### src/sv/lctl_pkg.sv
// Launch curve torque limit: shared constants, opcodes and pipeline sideband type.
// No dependencies; imported by lctl_div and launch_curve_torque_limit.
`timescale 1ns / 1ps

package lctl_pkg;

    localparam int CURVE_POINTS   = 5;
    localparam int NUM_CURVES     = 4;
    localparam int UPLOADED_CURVE = 3;

    localparam int PT_IW = (CURVE_POINTS > 1) ? $clog2(CURVE_POINTS) : 1;
    localparam int CV_IW = (NUM_CURVES > 1) ? $clog2(NUM_CURVES) : 1;

    // quotient width and bits resolved per divider stage
    localparam int DIV_QW     = 16;
    localparam int DIV_BPS    = 2;
    localparam int DIV_STAGES = DIV_QW / DIV_BPS;

    typedef enum logic [1:0] {
        OP_LOOKUP = 2'd0,
        OP_WR_BP  = 2'd1,
        OP_WR_TQ  = 2'd2,
        OP_NONE   = 2'd3
    } t_op;

    typedef struct packed {
        logic               engaged;
        logic signed [15:0] req;
        logic               direct;
        logic signed [15:0] base;
        logic               neg;
    } t_side;

endpackage

### src/sv/lctl_div.sv
// Launch curve torque limit: pipelined unsigned restoring divider, DIV_BPS bits per stage.
// Depends on lctl_pkg; carries a t_side sideband alongside each quotient.
`timescale 1ns / 1ps

module lctl_div import lctl_pkg::*; (
    input  logic                    i_clk,
    input  logic                    i_rst_n,
    input  logic                    i_valid,
    output logic                    o_ready,
    input  logic [2*DIV_QW-1:0]     i_dividend,
    input  logic [DIV_QW-1:0]       i_divisor,
    input  t_side                   i_side,
    output logic                    o_valid,
    input  logic                    i_ready,
    output logic [DIV_QW-1:0]       o_quot,
    output t_side                   o_side
);

    // dividend high half must be below the divisor
    function automatic logic [DIV_QW:0] div_step(
        input logic [DIV_QW-1:0] rem,
        input logic              nb,
        input logic [DIV_QW-1:0] dvs
    );
        logic [DIV_QW:0] r;
        logic [DIV_QW:0] d;
        r = {rem, nb};
        d = {1'b0, dvs};
        if (r >= d) begin
            return {1'b1, DIV_QW'(r - d)};
        end
        return {1'b0, r[DIV_QW-1:0]};
    endfunction

    logic              r_vld  [DIV_STAGES];
    logic [DIV_QW-1:0] r_rem  [DIV_STAGES];
    logic [DIV_QW-1:0] r_low  [DIV_STAGES];
    logic [DIV_QW-1:0] r_q    [DIV_STAGES];
    logic [DIV_QW-1:0] r_dvs  [DIV_STAGES];
    t_side             r_side [DIV_STAGES];

    logic [DIV_QW-1:0] n_rem  [DIV_STAGES];
    logic [DIV_QW-1:0] n_low  [DIV_STAGES];
    logic [DIV_QW-1:0] n_q    [DIV_STAGES];
    logic              w_en   [DIV_STAGES];

    always_comb begin
        w_en[DIV_STAGES-1] = !r_vld[DIV_STAGES-1] || i_ready;
        for (int k = DIV_STAGES - 2; k >= 0; k--) begin
            w_en[k] = !r_vld[k] || w_en[k+1];
        end
    end

    always_comb begin
        logic [DIV_QW-1:0] c_rem;
        logic [DIV_QW-1:0] c_low;
        logic [DIV_QW-1:0] c_q;
        logic [DIV_QW-1:0] c_dvs;
        logic [DIV_QW:0]   c_t;
        for (int k = 0; k < DIV_STAGES; k++) begin
            if (k == 0) begin
                c_rem = i_dividend[2*DIV_QW-1:DIV_QW];
                c_low = i_dividend[DIV_QW-1:0];
                c_q   = '0;
                c_dvs = i_divisor;
            end else begin
                c_rem = r_rem[k-1];
                c_low = r_low[k-1];
                c_q   = r_q[k-1];
                c_dvs = r_dvs[k-1];
            end
            for (int b = 0; b < DIV_BPS; b++) begin
                c_t   = div_step(c_rem, c_low[DIV_QW-1], c_dvs);
                c_rem = c_t[DIV_QW-1:0];
                c_q   = {c_q[DIV_QW-2:0], c_t[DIV_QW]};
                c_low = {c_low[DIV_QW-2:0], 1'b0};
            end
            n_rem[k] = c_rem;
            n_low[k] = c_low;
            n_q[k]   = c_q;
        end
    end

    always_ff @(posedge i_clk) begin
        for (int k = 0; k < DIV_STAGES; k++) begin
            if (!i_rst_n) begin
                r_vld[k] <= 1'b0;
            end else if (w_en[k]) begin
                r_vld[k] <= (k == 0) ? i_valid : r_vld[k-1];
            end
        end
    end

    always_ff @(posedge i_clk) begin
        for (int k = 0; k < DIV_STAGES; k++) begin
            if (w_en[k]) begin
                r_rem[k]  <= n_rem[k];
                r_low[k]  <= n_low[k];
                r_q[k]    <= n_q[k];
                r_dvs[k]  <= (k == 0) ? i_divisor : r_dvs[k-1];
                r_side[k] <= (k == 0) ? i_side : r_side[k-1];
            end
        end
    end

    assign o_ready = w_en[0];
    assign o_valid = r_vld[DIV_STAGES-1];
    assign o_quot  = r_q[DIV_STAGES-1];
    assign o_side  = r_side[DIV_STAGES-1];

endmodule

### src/sv/launch_curve_torque_limit.sv
// Launch curve torque limit: table writes and pipelined piecewise-linear lookup.
// Depends on lctl_pkg and lctl_div.
//
//  channel  dir  tdata (low bit up)                                  tuser
//  s_axis   in   engaged, curve, point, write val, request, speed    operation
//  m_axis   out  limited_torque (15 bits, zero filled to 16)         limit_applies
//
// One transfer per cycle on either side when not stalled. A lookup passes 14 registers: five
// stages of table read, breakpoint fix-up, compare, segment select and multiply, eight divider
// stages of two quotient bits each, one output register. Writes update the tables on their
// transfer and give no result. Reset clears the pipeline valid bits; tables hold nothing
// until written. Ready is formed combinationally down the whole chain; a stall holds only
// full stages.
`timescale 1ns / 1ps

module launch_curve_torque_limit import lctl_pkg::*; (
    input  logic        i_clk,
    input  logic        i_rst_n,
    input  logic        s_axis_tvalid,
    output logic        s_axis_tready,
    // [0] launch_engaged, [2:1] curve_select, [5:3] point_index, [21:6] write_value,
    // [37:22] requested_torque, [53:38] speed_rpm, [55:54] zero
    input  logic [55:0] s_axis_tdata,
    // [1:0] operation
    input  logic [1:0]  s_axis_tuser,
    output logic        m_axis_tvalid,
    input  logic        m_axis_tready,
    // [14:0] limited_torque, [15] zero
    output logic [15:0] m_axis_tdata,
    // [0] limit_applies
    output logic [0:0]  m_axis_tuser
);

    // input field split
    t_op                w_op;
    logic               w_eng;
    logic [1:0]         w_cur;
    logic [2:0]         w_pidx;
    logic signed [15:0] w_wval;
    logic signed [15:0] w_req;
    logic signed [15:0] w_spd;
    logic               w_acc;

    assign w_op   = t_op'(s_axis_tuser);
    assign w_eng  = s_axis_tdata[0];
    assign w_cur  = s_axis_tdata[2:1];
    assign w_pidx = s_axis_tdata[5:3];
    assign w_wval = s_axis_tdata[21:6];
    assign w_req  = s_axis_tdata[37:22];
    assign w_spd  = s_axis_tdata[53:38];
    assign w_acc  = s_axis_tvalid && s_axis_tready;

    // tables
    logic [15:0]        r_fbp [CURVE_POINTS];
    logic [15:0]        r_ubp [CURVE_POINTS];
    logic signed [15:0] r_tq  [NUM_CURVES][CURVE_POINTS];

    logic               w_pidx_ok;
    logic               w_cur_ok;
    logic               w_upl;
    logic [CV_IW-1:0]   w_lk_cur;
    logic [15:0]        w_abs_spd;

    assign w_pidx_ok = int'(w_pidx) < CURVE_POINTS;
    assign w_cur_ok  = int'(w_cur) < NUM_CURVES;
    assign w_upl     = w_cur_ok && (int'(w_cur) == UPLOADED_CURVE);
    assign w_lk_cur  = w_cur_ok ? CV_IW'(w_cur) : '0;
    assign w_abs_spd = w_spd[15] ? (~w_spd + 16'd1) : w_spd;

    always_ff @(posedge i_clk) begin
        if (w_acc && (w_op == OP_WR_BP) && w_pidx_ok) begin
            if (int'(w_cur) == UPLOADED_CURVE) begin
                r_ubp[PT_IW'(w_pidx)] <= w_wval;
            end else begin
                r_fbp[PT_IW'(w_pidx)] <= w_wval;
            end
        end
        if (w_acc && (w_op == OP_WR_TQ) && w_pidx_ok && w_cur_ok) begin
            r_tq[CV_IW'(w_cur)][PT_IW'(w_pidx)] <= (w_upl && w_wval[15]) ? '0 : w_wval;
        end
    end

    // stage enables
    logic w_en1, w_en2, w_en3, w_en4, w_en5, w_eno;
    logic w_div_rdy, w_div_vld;

    // stage 1: table read
    logic               r_s1_vld;
    logic               r_s1_eng;
    logic signed [15:0] r_s1_req;
    logic [15:0]        r_s1_spd;
    logic               r_s1_upl;
    logic [15:0]        r_s1_bp [CURVE_POINTS];
    logic signed [15:0] r_s1_tq [CURVE_POINTS];

    // stage 2: breakpoints of the uploaded set made monotonic
    logic               r_s2_vld;
    logic               r_s2_eng;
    logic signed [15:0] r_s2_req;
    logic [15:0]        r_s2_spd;
    logic [15:0]        r_s2_bp [CURVE_POINTS];
    logic signed [15:0] r_s2_tq [CURVE_POINTS];
    logic [15:0]        n_s2_bp [CURVE_POINTS];

    // stage 3: compares
    logic               r_s3_vld;
    logic               r_s3_eng;
    logic signed [15:0] r_s3_req;
    logic [15:0]        r_s3_spd;
    logic [15:0]        r_s3_bp [CURVE_POINTS];
    logic signed [15:0] r_s3_tq [CURVE_POINTS];
    logic [CURVE_POINTS-1:0] r_s3_le;
    logic               r_s3_ge;

    // stage 4: segment select
    logic               r_s4_vld;
    t_side              r_s4_side;
    logic [15:0]        r_s4_dmag;
    logic [15:0]        r_s4_ds;
    logic [15:0]        r_s4_span;
    t_side              n_s4_side;
    logic [15:0]        n_s4_dmag;
    logic [15:0]        n_s4_ds;
    logic [15:0]        n_s4_span;

    // stage 5: product
    logic               r_s5_vld;
    t_side              r_s5_side;
    logic [31:0]        r_s5_prod;
    logic [15:0]        r_s5_dvs;

    // divider out and result register
    logic [DIV_QW-1:0]  w_quot;
    t_side              w_dside;
    logic               r_out_vld;
    logic               r_out_app;
    logic [14:0]        r_out_tq;
    logic               n_out_app;
    logic [14:0]        n_out_tq;

    assign w_en5 = !r_s5_vld || w_div_rdy;
    assign w_en4 = !r_s4_vld || w_en5;
    assign w_en3 = !r_s3_vld || w_en4;
    assign w_en2 = !r_s2_vld || w_en3;
    assign w_en1 = !r_s1_vld || w_en2;
    assign w_eno = !r_out_vld || m_axis_tready;
    assign s_axis_tready = w_en1;

    always_ff @(posedge i_clk) begin
        if (!i_rst_n) begin
            r_s1_vld  <= 1'b0;
            r_s2_vld  <= 1'b0;
            r_s3_vld  <= 1'b0;
            r_s4_vld  <= 1'b0;
            r_s5_vld  <= 1'b0;
            r_out_vld <= 1'b0;
        end else begin
            if (w_en1) begin
                r_s1_vld <= w_acc && (w_op == OP_LOOKUP);
            end
            if (w_en2) begin
                r_s2_vld <= r_s1_vld;
            end
            if (w_en3) begin
                r_s3_vld <= r_s2_vld;
            end
            if (w_en4) begin
                r_s4_vld <= r_s3_vld;
            end
            if (w_en5) begin
                r_s5_vld <= r_s4_vld;
            end
            if (w_eno) begin
                r_out_vld <= w_div_vld;
            end
        end
    end

    // running non-negative maximum for the uploaded set
    always_comb begin
        logic signed [15:0] prev;
        logic signed [15:0] v;
        prev = '0;
        for (int i = 0; i < CURVE_POINTS; i++) begin
            v = r_s1_bp[i];
            if (v < prev) begin
                v = prev;
            end
            n_s2_bp[i] = r_s1_upl ? v : r_s1_bp[i];
            prev = v;
        end
    end

    always_comb begin
        logic [15:0]        lo_bp;
        logic [15:0]        hi_bp;
        logic signed [15:0] lo_tq;
        logic signed [15:0] hi_tq;
        logic signed [16:0] span;
        logic signed [16:0] dt;
        logic [16:0]        dmag;
        lo_bp = r_s3_bp[0];
        hi_bp = r_s3_bp[1];
        lo_tq = r_s3_tq[0];
        hi_tq = r_s3_tq[1];
        for (int i = CURVE_POINTS - 1; i >= 1; i--) begin
            if (r_s3_le[i]) begin
                lo_bp = r_s3_bp[i-1];
                hi_bp = r_s3_bp[i];
                lo_tq = r_s3_tq[i-1];
                hi_tq = r_s3_tq[i];
            end
        end
        span = $signed({1'b0, hi_bp}) - $signed({1'b0, lo_bp});
        dt   = $signed({hi_tq[15], hi_tq}) - $signed({lo_tq[15], lo_tq});
        dmag = dt[16] ? 17'(-dt) : 17'(dt);

        n_s4_side.engaged = r_s3_eng;
        n_s4_side.req     = r_s3_req;
        n_s4_side.neg     = dt[16];
        n_s4_side.direct  = 1'b1;
        n_s4_side.base    = lo_tq;
        if (r_s3_le[0]) begin
            n_s4_side.base = r_s3_tq[0];
        end else if (r_s3_ge) begin
            n_s4_side.base = r_s3_tq[CURVE_POINTS-1];
        end else if (!span[16] && (span != '0)) begin
            n_s4_side.direct = 1'b0;
        end
        n_s4_dmag = dmag[15:0];
        n_s4_ds   = r_s3_spd - lo_bp;
        n_s4_span = span[15:0];
    end

    always_ff @(posedge i_clk) begin
        if (w_en1) begin
            r_s1_eng <= w_eng;
            r_s1_req <= w_req;
            r_s1_spd <= w_abs_spd;
            r_s1_upl <= w_upl;
            for (int i = 0; i < CURVE_POINTS; i++) begin
                r_s1_bp[i] <= w_upl ? r_ubp[i] : r_fbp[i];
            end
            r_s1_tq  <= r_tq[w_lk_cur];
        end
        if (w_en2) begin
            r_s2_eng <= r_s1_eng;
            r_s2_req <= r_s1_req;
            r_s2_spd <= r_s1_spd;
            r_s2_bp  <= n_s2_bp;
            r_s2_tq  <= r_s1_tq;
        end
        if (w_en3) begin
            r_s3_eng <= r_s2_eng;
            r_s3_req <= r_s2_req;
            r_s3_spd <= r_s2_spd;
            r_s3_bp  <= r_s2_bp;
            r_s3_tq  <= r_s2_tq;
            for (int i = 0; i < CURVE_POINTS; i++) begin
                r_s3_le[i] <= r_s2_spd <= r_s2_bp[i];
            end
            r_s3_ge  <= r_s2_spd >= r_s2_bp[CURVE_POINTS-1];
        end
        if (w_en4) begin
            r_s4_side <= n_s4_side;
            r_s4_dmag <= n_s4_dmag;
            r_s4_ds   <= n_s4_ds;
            r_s4_span <= n_s4_span;
        end
        if (w_en5) begin
            r_s5_side <= r_s4_side;
            r_s5_prod <= r_s4_dmag * r_s4_ds;
            r_s5_dvs  <= r_s4_span;
        end
        if (w_eno) begin
            r_out_app <= n_out_app;
            r_out_tq  <= n_out_tq;
        end
    end

    lctl_div u_div (
        .i_clk      (i_clk),
        .i_rst_n    (i_rst_n),
        .i_valid    (r_s5_vld),
        .o_ready    (w_div_rdy),
        .i_dividend (r_s5_prod),
        .i_divisor  (r_s5_dvs),
        .i_side     (r_s5_side),
        .o_valid    (w_div_vld),
        .i_ready    (w_eno),
        .o_quot     (w_quot),
        .o_side     (w_dside)
    );

    // interpolation sum and clamp to [0, request]
    always_comb begin
        logic signed [17:0] base;
        logic signed [17:0] q;
        logic signed [17:0] res;
        logic signed [17:0] req;
        base = 18'(w_dside.base);
        q    = $signed({2'b00, w_quot});
        req  = 18'(w_dside.req);
        if (w_dside.direct) begin
            res = base;
        end else if (w_dside.neg) begin
            res = base - q;
        end else begin
            res = base + q;
        end
        n_out_app = w_dside.engaged;
        n_out_tq  = '0;
        if (w_dside.engaged && !w_dside.req[15] && (w_dside.req != '0)) begin
            if (res > req) begin
                n_out_tq = req[14:0];
            end else if (!res[17]) begin
                n_out_tq = res[14:0];
            end
        end
    end

    assign m_axis_tvalid   = r_out_vld;
    assign m_axis_tdata    = {1'b0, r_out_tq};
    assign m_axis_tuser[0] = r_out_app;

`ifndef SYNTHESIS
    a_idle_after_reset : assert property (@(posedge i_clk)
        $past(!i_rst_n) |-> !m_axis_tvalid)
        else $error("result valid straight after reset");

    a_write_no_item : assert property (@(posedge i_clk) disable iff (!i_rst_n)
        (w_acc && (w_op != OP_LOOKUP)) |=> !r_s1_vld)
        else $error("non-lookup transfer entered the pipeline");

    a_not_engaged_zero : assert property (@(posedge i_clk) disable iff (!i_rst_n)
        (m_axis_tvalid && !m_axis_tuser[0]) |-> (m_axis_tdata == '0))
        else $error("torque given without an engaged launch");

    a_div_flow : assert property (@(posedge i_clk) disable iff (!i_rst_n)
        (r_s5_vld && w_div_rdy) |=> !$stable(u_div.r_vld[0]) || u_div.r_vld[0])
        else $error("divider lost an item");
`endif

endmodule

### config.mk
export PLATFORM = sky130hd
export DESIGN_NAME = launch_curve_torque_limit
export DESIGN_NICKNAME = d
export VERILOG_FILES = /design/src/sv/lctl_pkg.sv /design/src/sv/lctl_div.sv /design/src/sv/launch_curve_torque_limit.sv
export SDC_FILE = /design/constraint.sdc
export NUM_CORES = 2
export LEC_CHECK = 0
export ABC_CLOCK_PERIOD_IN_PS = 38200
export BUFFER_PORTS_ARGS = -buffer_cell sky130_fd_sc_hd__buf_4
export CAP_MARGIN = 5
export CORE_MARGIN = 4
export CORE_UTILIZATION = 28
export DETAILED_ROUTE_END_ITERATION = 10
export PLACE_DENSITY = 0.54
export REMOVE_ABC_BUFFERS = 1
export SYNTH_ARGS = -nofsm -noshare
export SYNTH_HDL_FRONTEND = slang
export SYNTH_HIERARCHICAL = 1
export SYNTH_SLANG_ARGS = --single-unit
### constraint.sdc
create_clock -name i_clk -period 38.2 [get_ports i_clk]
set_clock_uncertainty 0.05 [all_clocks]
set_input_delay 1.91 -clock i_clk [delete_from_list [all_inputs] [get_ports i_clk]]
set_output_delay 1.91 -clock i_clk [all_outputs]
set_load 0.1 [all_outputs]
### After elaboration in Yosys (flattened, before gate mapping)

Memories as Yosys holds them, arrays and structs flattened. A register that Yosys moved wholly into a read port is not among the register bits.
Cells that the tools add are included.

* register bits after elaboration: 614
* bits in writable memories: 1344
* bits of input ports: 62
* word-level logic and storage cells: 321
* memories kept: 10

* add/sub/neg operators: 23
* multipliers: 1
* order comparisons: 31
* eq/ne operators: 3
* multiplexer cells: 142
* bitwise gates (word level): 10
* reductions and logical operators: 45

Memories
* r_tq: words 4, bits a word 80, read ports 1, clocked after Yosys merged registers in 1, wr ports 1, line launch_curve_torque_limit.sv:56 `logic signed [15:0] r_tq [NUM_CURVES][CURVE_POINTS];`
* u_div.r_side: words 8, bits a word 35, read ports 8, clocked after Yosys merged registers in 0, wr ports 8, line lctl_div.sv:40 `t_side r_side [DIV_STAGES];`
* u_div.r_dvs: words 8, bits a word 16, read ports 7, clocked after Yosys merged registers in 0, wr ports 8, line lctl_div.sv:39 `logic [DIV_QW-1:0] r_dvs [DIV_STAGES];`
* u_div.r_q: words 8, bits a word 16, read ports 8, clocked after Yosys merged registers in 0, wr ports 8, line lctl_div.sv:38 `logic [DIV_QW-1:0] r_q [DIV_STAGES];`
* u_div.r_rem: words 8, bits a word 16, read ports 7, clocked after Yosys merged registers in 0, wr ports 8, line lctl_div.sv:36 `logic [DIV_QW-1:0] r_rem [DIV_STAGES];`
* u_div.r_low: words 8, bits a word 14, read ports 7, clocked after Yosys merged registers in 0, wr ports 8, line lctl_div.sv:37 `logic [DIV_QW-1:0] r_low [DIV_STAGES];`
* 4 more memories

Operator list (count)
* 2-to-1 mux 16 bit: 36
* 2-to-1 mux 17 bit: 32
* >= comparator 17 x 16 -> 1 bit: 16
* subtractor 16 bit: 17
* less-or-equal comparator 16 bit: 5
* 2-to-1 mux 80 bit: 1
* 2-to-1 mux 1 bit: 67
* less-than comparator 16 bit: 4
* demux 16 bit (select 3 bit): 1
* 2-to-1 mux 15 bit: 3
* 2-to-1 mux 18 bit: 2
* subtractor 16 x 16 -> 17 bit: 2
* multiplier 16 x 16 -> 32 bit: 1
* adder 16 x 17 -> 18 bit: 1
* > comparator 18 x 16 -> 1 bit: 1
* subtractor 16 x 17 -> 18 bit: 1
* nonzero test 17 bit: 1
* adder 16 x 1 -> 16 bit, second input constant: 1
* >= comparator 16 bit: 1
* zero test 1 bit: 16
* less-than comparator 16 x 1 -> 1 bit, second input constant: 1
* negator 16 bit: 1
* NOT 16 bit: 1
* nonzero test 16 bit: 1
* 11 further kinds: 42

### Depth between registers and ports, before layout

* depth in word-level cells: 20
* mapped depth: 52
* mapped depth without buffers: 43

### By module

Netlist, hierarchy kept.

Modules (own cells, without submodules)
* launch_curve_torque_limit: instances 1, cells each 4417, area each 61590.3 um^2
* lctl_div: instances 1, cells each 2649, area each 33483.4 um^2

### Least setup slack after synthesis

Ideal clock, no wire load.

* path type: input-to-reg
* from: input port m_axis_tready
* to: memory r_tq[0][16] (netlist name), enable pin
* data arrival time: 13837 ps
* data required time: 37818 ps
* setup slack: 23981 ps
* cell stages on the path: 14
* cells stage by stage: nand2b_1 > nor2b_1 > and3_1 > and3_1 > and2_1 > clkbuf_1 > nand3_1 > nor2b_1 > and3_1 > nand3_1 > and2_1 > and4b_1 > nand4b_1 > nor3_1

* longest elaborated chain between the ends: 19

Ends and longest elaborated chain
* start: declaration: line launch_curve_torque_limit.sv:27 `input logic m_axis_tready,`
* logical OR 1 bit: line launch_curve_torque_limit.sv:146 `assign w_eno = !r_out_vld || m_axis_tready;`
* logical OR 1 bit: line lctl_div.sv:48 `w_en[DIV_STAGES-1] = !r_vld[DIV_STAGES-1] || i_ready;`
* logical OR 1 bit (7 in series): line lctl_div.sv:50 `w_en[k] = !r_vld[k] || w_en[k+1];`
* via w_div_rdy: line launch_curve_torque_limit.sv:85 `logic w_div_rdy, w_div_vld;`
* logical OR 1 bit: line launch_curve_torque_limit.sv:141 `assign w_en5 = !r_s5_vld || w_div_rdy;`
* logical OR 1 bit: line launch_curve_torque_limit.sv:142 `assign w_en4 = !r_s4_vld || w_en5;`
* logical OR 1 bit: line launch_curve_torque_limit.sv:143 `assign w_en3 = !r_s3_vld || w_en4;`
* logical OR 1 bit: line launch_curve_torque_limit.sv:144 `assign w_en2 = !r_s2_vld || w_en3;`
* logical OR 1 bit: line launch_curve_torque_limit.sv:145 `assign w_en1 = !r_s1_vld || w_en2;`
* via s_axis_tready: line launch_curve_torque_limit.sv:20 `output logic s_axis_tready,`
* logical AND 1 bit: line launch_curve_torque_limit.sv:51 `assign w_acc = s_axis_tvalid && s_axis_tready;`
* logical AND 1 bit (2 in series): line launch_curve_torque_limit.sv:78 `if (w_acc && (w_op == OP_WR_TQ) && w_pidx_ok && w_cur_ok) begin`
* 2-to-1 mux 1 bit: line launch_curve_torque_limit.sv:78
* 2-to-1 mux 80 bit: line launch_curve_torque_limit.sv:79 `r_tq[CV_IW'(w_cur)][PT_IW'(w_pidx)] <= (w_upl && w_wval[15]) ? '0 : w_wval;`
* end: declaration: line launch_curve_torque_limit.sv:56

The timed path passes the listed nets, and every way through them passes these cells.

==> impl_metrics.yaml <==
status:
  outcome: "finished, final reports clean"
synthesis:
  ys.warnings.count: 6
  async_flop_share_pct: 0
  synth.avg_cell_area_sq_um: 13.46
  synth_cells: 7066
  synthesis.area_sq_um: 95070
  synth_top_flop_cell: "edfxtp_1"
  synth.distinct_cells: 92
  ys_seq_area_share_pct: 59.75
  ys_ff_latch: 1894
  synth_edf_count: 1887
critical_path:
  crit_type: "reg -> reg"
  worst_setup_path_end_kind: "flop"
  cpMaxStageDelayCell: "or2_1"
  worstSetupStartpointType: "flop"
  cpMostUsedCell: "a21oi_1"
  required_ns: 38.74
  critical_path_arrival_ns: 12.79
  ff2ff_path_depth: 43
  path_max_fanout: 20
  slowest_delay_ns: 0.87
clocking:
  cts.path.max_buffers: 4
  post_cts_buffers: 0
  clk_latency_ns: 0.83
  cts_tree: "yes"
  clock_sinks: 1894
  cts_hold_buf: 0
  ctsResizeCount: 0
  cts_buffers: 198
  htree_levels: 4
  clk_pin_slew_worst_paths_ns: 0.06
  cts-root-buf: "clkbuf_16"
hold_path:
  hold_path_depth: 0
  hold_class: "reg -> reg"
route:
  drtPass1Iterations: 6
  wl_mm: 208.4
  vias: 54050
  drt-wirelength-per-cell_um: 17.60
  antenna_left: 0
  drc: 0
  drtIter0Drc: 3682
  vias_per_cell: 4.565
finish:
  area_growth_pct: 12.64
  diodes: 0
  final_common_cell: "edfxtp_1"
  final_cell_mix: "1887 x edfxtp_1, 631 x inv_1, 583 x ha_1"
  postLayoutCellArea_sq_um: 107100
  fin_nets: 8035
  drive_above_1_share_pct: 10.76
timing:
  worstMarginPinSlew_ns: 1.134
  final_max_slew_viol_count: 0
  period_minus_slack_ns: 12.25
  final.setup.tns_ns: 0
  relSlewSlack_pct: 24.17
  fin_crit_sh_pct: 32.06
  rsz0062_at_grt: "no"
  finalHoldViolCount: 0
  fmax_mhz: 81.66
  setup_viol: 0
place:
  hpwl_mm: 151.0
  gp_congestion: 0.8549
  port_buffers: 77
  placed_area_sq_um: 100900
global_routing:
  met3_usage_pct: 1.508
  grt_pass1_wl_mm: 325.0
  grt_max_degree: 141
  globalRouteOverflowTotal: 0
  gr-usage-all-layers_pct: 11.74
  use_met1_pct: 15.95
  gr-usage-met2_pct: 19.72
  grt-busiest-layer: "met2"
  antenna_found_initial: 9
  grt_pass1_vias: 55490
floorplan:
  ioPinCount: 81
  fp-row-count: 213
  die_area_sq_um: 348900
  die_h_um: 590.7
  core_sq_um: 337400
  die_w_um: 590.7
  start_util_pct: 28.18
run:
  maxCapViolCount: 0
## through the flow
| step | cells | setup slack, ns | utilization [%] | hold slack [ns] |
|---|---|---|---|---|
| floorplan | 6844 | 24.08 | - | 0.3503 |
| global placement | 11490 | 25.56 | 29.89 | 0.3507 |
| detailed placement | 11490 | 25.82 | 29.89 | 0.3545 |
| CTS | 11840 | 25.80 | 31.74 | 0.3442 |
| global route | 11840 | 25.38 | 31.74 | 0.3523 |
| finish | 11840 | 25.95 | 31.74 | 0.3537 |
## critical path: cells and delay by family (launching register included)
family                     cells  cell delay, ns
adders and majority gates      5            1.96
and+or+nand+nor               10            2.23
muxes                          4            1.67
DFF                            1            0.66
buffers and inverters          1            0.08
AOI/OAI and AO/OA             23            5.32
## per-layer routing
layer  wire, um  vias up  share of wire, %
met5          0        -                 0
met4       5294        0               2.5
met3       7709      309               3.7
met2      99390     1004                48
met1      96020    26670                46
li1           -    26070                 -
## logic make-up after synthesis
kind of cell	count (synthesis)	synth area share, %
compound gates	1262	8.228
fa+ha+maj	796	12.16
other cells	1	0.003944
flops	1894	59.75
xor+xnor	290	2.672
simple gates	1526	7.636
buf+inv	862	3.605
mux	435	5.951
## layout make-up
class                      instances  area, sq um
multi-input combinational       4310        34960
inverter                         640         2416
fill                           33290       230300
sequential                      1894        56800
clock buffer                     224         5137
timing repair buffer             133         1027
clock inverter                   124         1091
tap                             4515         5649
## path summary, 6_finish.rpt
kind | slack, ns | start | end
worst max register to register | 25.95 | r_s1_bp[0][15]$_DFFE_PN_ | r_s2_bp[0]$_DFFE_PP_
worst min register to register | 0.35 | u_div/r_low[0][9]$_DFFE_PP_ | u_div/r_low[1][11]$_DFFE_PP_
worst max-delay path | 25.95 | r_s1_bp[0][15]$_DFFE_PN_ | r_s2_bp[0]$_DFFE_PP_
worst min-delay path | 0.35 | u_div/r_low[0][9]$_DFFE_PP_ | u_div/r_low[1][11]$_DFFE_PP_
## cell usage after synthesis (10+ instances only)
library cell | number | area share [%]
buf_2 | 16 | 0.084
a21oi_1 | 459 | 2.4
o21bai_1 | 32 | 0.25
nand3b_1 | 10 | 0.079
a21boi_0 | 16 | 0.13
nor4_1 | 19 | 0.13
nor2_1 | 453 | 1.8
nor2b_1 | 59 | 0.39
nor3_1 | 81 | 0.43
buf_1 | 28 | 0.11
xnor2_1 | 197 | 1.8
o21ai_0 | 286 | 1.5
o22ai_1 | 12 | 0.079
o31a_1 | 12 | 0.11
and2_1 | 171 | 1.1
or3_1 | 19 | 0.13
nand2b_1 | 61 | 0.40
a211oi_1 | 31 | 0.24
o21a_1 | 88 | 0.69
mux2_2 | 234 | 2.8
nand3_1 | 61 | 0.32
o41ai_1 | 11 | 0.10
mux2i_1 | 119 | 1.3
a211o_1 | 15 | 0.14
a21o_1 | 120 | 0.95
xor2_1 | 93 | 0.86
edfxtp_1 | 1887 | 60
a31oi_1 | 32 | 0.21
ha_1 | 583 | 7.7
o31ai_1 | 25 | 0.20
or4_1 | 11 | 0.087
buf_4 | 38 | 0.30
fa_1 | 213 | 4.5
inv_1 | 639 | 2.5
a22o_1 | 15 | 0.14
and4_1 | 10 | 0.092
nand2_1 | 440 | 1.7
mux4_2 | 80 | 1.9
a41oi_1 | 11 | 0.10
clkbuf_1 | 135 | 0.53
and3_1 | 26 | 0.17
nand4_1 | 65 | 0.43
## registers in the layout (all words and copies together), names as in the netlist, 80 cells and up
signal and count:
r_tq 320, u_div/r_side 280, u_div/r_dvs 112, u_div/r_rem 112, r_fbp 80, r_s1_bp 80, r_s1_tq 80, r_s2_bp 80
r_s2_tq 80, r_s3_bp 80, r_s3_tq 80, r_ubp 80
Power is not shown: default switching activity piles up to over one toggle a cycle in this logic, so the estimate is an artifact.
